**src/rtl/bol_pkg.sv**
```systemverilog
// Shared types and codes for the bounded ordered list and its cells.
package bol_pkg;

   localparam int unsigned DataWidth = 32;
   localparam int unsigned CountWidth = 5;

   typedef enum logic [1:0] {
      MODE_FRONT  = 2'd0,
      MODE_BACK   = 2'd1,
      MODE_DELETE = 2'd2,
      MODE_READ   = 2'd3
   } mode_type;

   typedef enum logic [1:0] {
      STATUS_OK        = 2'd0,
      STATUS_FULL      = 2'd1,
      STATUS_NOT_FOUND = 2'd2,
      STATUS_EMPTY     = 2'd3
   } status_type;

   typedef enum logic [2:0] {
      OP_HOLD,
      OP_FRONT,
      OP_BACK,
      OP_DELETE,
      OP_ROTATE
   } op_type;

   typedef struct packed {
      op_type                       op;
      logic signed [DataWidth-1:0]  key;
   } cell_cmd_type;

endpackage

```
**src/rtl/bol_cell.sv**
```systemverilog
// One list position: a stored value, its occupied flag and the neighbor moves.
module bol_cell
   import bol_pkg::*;
(
   input  logic                         clock,
   input  logic                         reset,
   input  cell_cmd_type                 cmd,
   input  logic signed [DataWidth-1:0]  left_value,
   input  logic                         left_occ,
   input  logic signed [DataWidth-1:0]  right_value,
   input  logic                         right_occ,
   input  logic signed [DataWidth-1:0]  head_value,
   input  logic                         hit_in,
   output logic                         hit_out,
   output logic signed [DataWidth-1:0]  value_out,
   output logic                         occ_out
);

   logic signed [DataWidth-1:0] value_ff, value_in;
   logic                        occ_ff, occ_in;
   logic                        match;

   assign match   = occ_ff && (value_ff == cmd.key);
   assign hit_out = hit_in || match;

   always_comb begin
      value_in = value_ff;
      occ_in   = occ_ff;
      case (cmd.op)
         OP_FRONT: begin
            value_in = left_value;
            occ_in   = left_occ;
         end
         OP_BACK: begin
            if (!occ_ff && left_occ) begin
               value_in = cmd.key;
               occ_in   = 1'b1;
            end
         end
         OP_DELETE: begin
            if (hit_out) begin
               value_in = right_value;
               occ_in   = right_occ;
            end
         end
         OP_ROTATE: begin
            if (occ_ff) begin
               value_in = right_occ ? right_value : head_value;
            end
         end
         default: begin
            value_in = value_ff;
            occ_in   = occ_ff;
         end
      endcase
   end

   always_ff @(posedge clock) begin
      if (reset) begin
         occ_ff <= 1'b0;
      end else begin
         occ_ff <= occ_in;
      end
   end

   always_ff @(posedge clock) begin
      value_ff <= value_in;
   end

   assign value_out = value_ff;
   assign occ_out   = occ_ff;

endmodule

```
**src/rtl/bounded_ordered_list.sv**
```systemverilog
// Bounded ordered list of signed 32-bit values built as a chain of cells.
//
// The request channel carries a mode and a value. Modes insert at the front,
// insert at the back, delete the first entry equal to the value, or read the
// whole list out front to back. Insert and delete give one response word with
// a status and the entry count. A readout gives one response word per entry,
// the final one marked by rsp_last, or a single word with status empty.
// Insert and delete are registered: the response word appears in the cycle
// after the request is accepted, and a new request may be accepted every
// cycle while the response side keeps up. During a readout the chain rotates
// by one position per cycle unless the receiver stalls, with cell 0 feeding
// the output, and the request channel stalls until the final word is loaded.
// When the receiver stalls, the response register holds its word and the
// request channel stalls with it. Synchronous reset empties the list and
// drops any pending response word.
module bounded_ordered_list
   import bol_pkg::*;
#(
   parameter int unsigned CAPACITY = 16
)(
   input  logic                         clock,
   input  logic                         reset,
   input  logic                         req_valid,
   output logic                         req_stall,
   input  logic [1:0]                   req_mode,
   input  logic signed [DataWidth-1:0]  req_value,
   output logic                         rsp_valid,
   input  logic                         rsp_stall,
   output logic [1:0]                   rsp_status,
   output logic signed [DataWidth-1:0]  rsp_item,
   output logic                         rsp_last,
   output logic [CountWidth-1:0]        rsp_count
);

   localparam int unsigned LenWidth = $clog2(CAPACITY + 1);

   typedef enum logic {
      ST_IDLE,
      ST_READ
   } state_type;

   state_type                   state_ff, state_in;
   logic [LenWidth-1:0]         length_ff, length_in;
   logic [LenWidth-1:0]         left_ff, left_in;
   logic                        rsp_valid_ff, rsp_valid_in;
   status_type                  rsp_status_ff, rsp_status_in;
   logic signed [DataWidth-1:0] rsp_item_ff, rsp_item_in;
   logic                        rsp_last_ff, rsp_last_in;
   logic [CountWidth-1:0]       rsp_count_ff, rsp_count_in;

   cell_cmd_type                cmd;
   logic                        out_free;
   logic                        accept;
   logic                        full;
   mode_type                    mode;

   logic signed [DataWidth-1:0] cell_value [CAPACITY];
   logic                        cell_occ   [CAPACITY];
   logic                        hit        [CAPACITY+1];

   assign out_free  = !rsp_valid_ff || !rsp_stall;
   assign req_stall = (state_ff == ST_READ) || !out_free;
   assign accept    = req_valid && !req_stall;
   assign full      = (length_ff == LenWidth'(CAPACITY));
   assign mode      = mode_type'(req_mode);
   assign hit[0]    = 1'b0;

   for (genvar i = 0; i < CAPACITY; i++) begin : g_cell
      logic signed [DataWidth-1:0] lv, rv;
      logic                        lo, ro;
      if (i == 0) begin : g_first
         assign lv = cmd.key;
         assign lo = 1'b1;
      end else begin : g_mid
         assign lv = cell_value[i-1];
         assign lo = cell_occ[i-1];
      end
      if (i == CAPACITY - 1) begin : g_last
         assign rv = cell_value[i];
         assign ro = 1'b0;
      end else begin : g_inner
         assign rv = cell_value[i+1];
         assign ro = cell_occ[i+1];
      end
      bol_cell u_cell (
         .clock       (clock),
         .reset       (reset),
         .cmd         (cmd),
         .left_value  (lv),
         .left_occ    (lo),
         .right_value (rv),
         .right_occ   (ro),
         .head_value  (cell_value[0]),
         .hit_in      (hit[i]),
         .hit_out     (hit[i+1]),
         .value_out   (cell_value[i]),
         .occ_out     (cell_occ[i])
      );
   end

   always_comb begin
      cmd.op  = OP_HOLD;
      cmd.key = req_value;

      state_in      = state_ff;
      length_in     = length_ff;
      left_in       = left_ff;
      rsp_valid_in  = rsp_valid_ff && rsp_stall;
      rsp_status_in = rsp_status_ff;
      rsp_item_in   = rsp_item_ff;
      rsp_last_in   = rsp_last_ff;
      rsp_count_in  = rsp_count_ff;

      if (state_ff == ST_READ) begin
         if (out_free) begin
            cmd.op        = OP_ROTATE;
            rsp_valid_in  = 1'b1;
            rsp_status_in = STATUS_OK;
            rsp_item_in   = cell_value[0];
            rsp_last_in   = (left_ff == LenWidth'(1));
            rsp_count_in  = CountWidth'(length_ff);
            left_in       = left_ff - LenWidth'(1);
            if (left_ff == LenWidth'(1)) begin
               state_in = ST_IDLE;
            end
         end
      end else if (accept) begin
         rsp_item_in = '0;
         rsp_last_in = 1'b1;
         case (mode)
            MODE_FRONT, MODE_BACK: begin
               rsp_valid_in = 1'b1;
               if (full) begin
                  rsp_status_in = STATUS_FULL;
               end else begin
                  cmd.op        = (mode == MODE_FRONT) ? OP_FRONT : OP_BACK;
                  rsp_status_in = STATUS_OK;
                  length_in     = length_ff + LenWidth'(1);
               end
            end
            MODE_DELETE: begin
               rsp_valid_in = 1'b1;
               cmd.op       = OP_DELETE;
               if (hit[CAPACITY]) begin
                  rsp_status_in = STATUS_OK;
                  length_in     = length_ff - LenWidth'(1);
               end else begin
                  rsp_status_in = STATUS_NOT_FOUND;
               end
            end
            MODE_READ: begin
               if (length_ff == '0) begin
                  rsp_valid_in  = 1'b1;
                  rsp_status_in = STATUS_EMPTY;
               end else begin
                  state_in = ST_READ;
                  left_in  = length_ff;
               end
            end
            default: begin
               rsp_valid_in = rsp_valid_ff && rsp_stall;
            end
         endcase
         rsp_count_in = CountWidth'(length_in);
      end
   end

   always_ff @(posedge clock) begin
      if (reset) begin
         state_ff     <= ST_IDLE;
         length_ff    <= '0;
         left_ff      <= '0;
         rsp_valid_ff <= 1'b0;
      end else begin
         state_ff     <= state_in;
         length_ff    <= length_in;
         left_ff      <= left_in;
         rsp_valid_ff <= rsp_valid_in;
      end
      rsp_status_ff <= rsp_status_in;
      rsp_item_ff   <= rsp_item_in;
      rsp_last_ff   <= rsp_last_in;
      rsp_count_ff  <= rsp_count_in;
   end

   assign rsp_valid  = rsp_valid_ff;
   assign rsp_status = rsp_status_ff;
   assign rsp_item   = rsp_item_ff;
   assign rsp_last   = rsp_last_ff;
   assign rsp_count  = rsp_count_ff;

endmodule

```
**config.mk**
```make
export PLATFORM = sky130hd
export DESIGN_NAME = bounded_ordered_list
export DESIGN_NICKNAME = d
export VERILOG_FILES = /design/src/rtl/bol_pkg.sv /design/src/rtl/bol_cell.sv /design/src/rtl/bounded_ordered_list.sv
export SDC_FILE = /design/constraint.sdc
export NUM_CORES = 2
export LEC_CHECK = 0
export ABC_AREA = 1
export BUFFER_PORTS_ARGS = -buffer_cell sky130_fd_sc_hd__buf_2
export CAP_MARGIN = 20
export CORE_AREA = 2 2 375 377
export DETAILED_ROUTE_END_ITERATION = 12
export DIE_AREA = 0 0 377 379
export PLACE_DENSITY_LB_ADDON = 0.1
export SLEW_MARGIN = 20
export SYNTH_ARGS = -nofsm -noshare
export SYNTH_HDL_FRONTEND = slang
export SYNTH_HIERARCHICAL = 1
export SYNTH_SLANG_ARGS = --single-unit
```
**constraint.sdc**
```tcl
create_clock -name clock -period 12.7 [get_ports clock]
set_input_delay 2.54 -clock clock [delete_from_list [all_inputs] [get_ports clock]]
set_output_delay 2.54 -clock clock [all_outputs]
set_load 0.005 [all_outputs]
```
==> Implementation_results.wiki <==
{| class="wikitable"
! Metric !! Value
|-
| Timing-limited maximum frequency || 135 MHz
|-
| Clk sinks || between 500 and 600
|-
| Worst Path Max Fanout || 32
|-
| VDD IR max || 0.0854 mV
|-
| Count of nets after finishing || just over 6000
|-
| Routed WL per cell || 26.1 um
|-
| Number of antenna violations at the first check in global routing || 3
|-
| Instance area at placement || 49300 um2
|-
| Tightest Hold Check Type || reg2reg
|-
| Main synth FF type || edfxtp_1
|-
| Final Total Pwr || 7.68 mW
|-
| Slew HR || 25.6%
|-
| Avg Cell Area, Syn || 7.95 um2
|-
| EDFF count, synth || ~550
|-
| Total number of vias || ~44000
|-
| Vias per cell || 5.48
|-
| HPWL after detailed placement || 137000 um
|-
| Aggregate global-route resource usage || 28.4%
|-
| Count of pins over their slew limit || 0
|-
| Cell with the biggest individual delay on the critical path || inv_2
|-
| Leading cell type in the layout, fill and taps excluded || nand2_1
|-
| Number of instances in the synthesized netlist || between 6000 and 7000
|-
| Worst path arrival time || 7750 ps
|-
| Seq cells post-synth || 580
|-
| Critical Path End Type || flip-flop
|-
| Core area || 139000 um2
|-
| Final ANT Viol Nets || 0
|-
| Result of the run || completed
|-
| Total of buffers placed on input and output ports || 79
|-
| PwrDens || 148 nW/um2
|-
| Count of hold-fix buffers inserted at cts || 0
|-
| Cell row count || 137
|-
| Worst slew pin tran || 1120 ps
|-
| Pre-CTS worst setup slack || 4700 ps
|-
| Cell area after layout || about 52000 um2
|-
| Worst Skew || 29.5 ps
|-
| Final setup slack of the worst path || roughly 5300 ps
|-
| Aggregate global routing overflow || 0
|-
| Final Hold Violating Endpoints || 0
|-
| Starting DRC count in detailed routing || 4118
|-
| Sequential area share after synthesis || 35.4%
|-
| Commonest cells after routing, fill and taps aside || 2068 x nand2_1, 931 x nor2_1, 794 x inv_1
|-
| Number of instances resized during post-cts repair || 0
|-
| Unique cell type count in the Yosys netlist || 36
|-
| Synth async-reset ratio || 0%
|-
| CP required || ~13000 ps
|-
| Clock root buffer || clkbuf_16
|-
| TritonCTS clock tree || yes
|-
| Total negative setup slack || 0 ps
|-
| Setup repair after global routing missed its margin || false
|-
| Initial core utilization || around a third
|-
| Total CTS buffers || 80
|-
| First-pass GRT wire length || 297000 um
|-
| Count of max-cap constraint violations || 0
|-
| Setup Viol. Count Final || 0
|-
| Last weighted congestion value of the routability-driven placer || approximately 0.86
|-
| Final critical delay including setup and external delays || between 7000 and 8000 ps
|-
| Critical Path Max Stage Delay || 660 ps
|-
| Skew-Pair Late Insertion Delay || 700 ps
|-
| Boundary Pins || 80
|-
| Number of global-route vias before repair || approximately 42000
|-
| Total Die Area || between 100000 and 150000 um2
|-
| Leakage || 20.2 nW
|-
| Synthesis warning total || 6
|-
| Floorplan die width || 377 um
|-
| Clock transition time at the flip-flop clock pins of the worst setup and hold paths || 60 ps
|-
| Number of DRC violations after detailed routing || 0
|-
| Area delta synth->final || 7.56%
|-
| Maximum level of the CTS H-tree || 3
|-
| Crit path kind || in2reg
|-
| Final routed wirelength across all metal layers || 207000 um
|-
| Final period util || 58.5%
|-
| Drt pass-1 iters || 6
|-
| Crit-path most repeated cell || nand2_1
|-
| Vert. Die Dim || 379 um
|-
| Maximum number of pins on one net before global-route repair || 66
|-
| Fraction of layout cells with a size suffix above 1 || between 15 and 20%
|-
| Netlist area before placement || 48300 um2
|-
| Post-CTS repair timing setup buffer count || 0
|-
| Worst Setup Start Kind || primary input
|-
| Clock tree buffer depth || 3
|}
worst max-delay path, delay by kind of cell:
kind | cells | cell delay [ps]
and+or+nand+nor | 23 | 2380
buffers and inverters | 18 | 2810
logic make-up after synthesis:
group | synth area share, %
adders and majority gates | 0.104
other | 0.0155
xor gates and xnor gates | 2.64
buffers and inverters | 12.1
DFF | 35.4
and+or+nand+nor | 29.0
AOI/OAI and AO/OA | 20.6
path summary, 6_finish.rpt:
path / from / to / slack, ps / cells past startpoint
hold / removal: g_cell[0].u_cell/occ_out / g_cell[0].u_cell/occ_out / 550 / 2
hold reg to reg: g_cell[0].u_cell/occ_out / g_cell[0].u_cell/occ_out / 550 / 2
setup reg to reg: g_cell[0].u_cell/value_out[9] / g_cell[15].u_cell/value_out[17] / 6730 / 41
setup / recovery: req_value[13] / g_cell[15].u_cell/value_out[17] / 5270 / 41
through the flow:
step                hold WS [ps]  utilization [%]  cells
floorplan                    496                -   6085
global placement             548             35.5   7811
CTS                          554             37.4   7955
detailed placement           546             35.5   7812
global route                 573             37.5   7958
finish                       550             37.5   7959
area by class of cell:
| class | instances | area (um2) |
|---|---|---|
| Multi-Input combinational cell | 4382 | 25500 |
| Fill cell | 14600 | 86800 |
| Sequential cell | 580 | 17100 |
| Clock inverter | 44 | 420 |
| Clock buffer | 99 | 2190 |
| Tap cell | 1807 | 2260 |
| Antenna cell | 2 | 5.00 |
| Timing Repair Buffer | 187 | 1280 |
| Inverter | 858 | 3230 |
registers in the layout, summed over array words and instances, names as in the netlist:
name,cells
g_cell.u_cell/occ_out,16
rsp_item,32
length_ff,5
rsp_count,5
rsp_last,1
rsp_valid,1
rsp_status,2
g_cell.u_cell/value_out,512
state_ff,1
left_ff,5
routing by layer:
metal / wire length [um] / global-route usage (%) / vias to the layer above
met5: 0 / 0 / -
met4: 9870 / 12.4 / 0
met3: 12500 / 3.42 / 389
met2: 97200 / 47.4 / 1609
met1: 87800 / 36.8 / 21500
li1: - / - / 20200
power breakdown:
part | total (mW) | internal [mW] | switching, mW
Clock | 2.34 | 1.38 | 0.967
Sequential | 3.09 | 2.60 | 0.484
Combinational | 2.25 | 0.709 | 1.54
synthesized netlist by cell type, drive strengths merged, types with 40 or more instances:
cell / number / area [um2]
a41oi: 352 / 5730
nor2: 965 / 3800
a221oi: 160 / 2400
nand3: 153 / 1060
nand2: 2150 / 8440
o21ai: 204 / 1090
inv: 858 / 3220
a21oi: 40 / 204
xnor2: 128 / 1120
buf: 262 / 2640
o22ai: 64 / 400
edfxtp: 552 / 16600
nand4: 86 / 538
(Power assumes the default switching activity.)
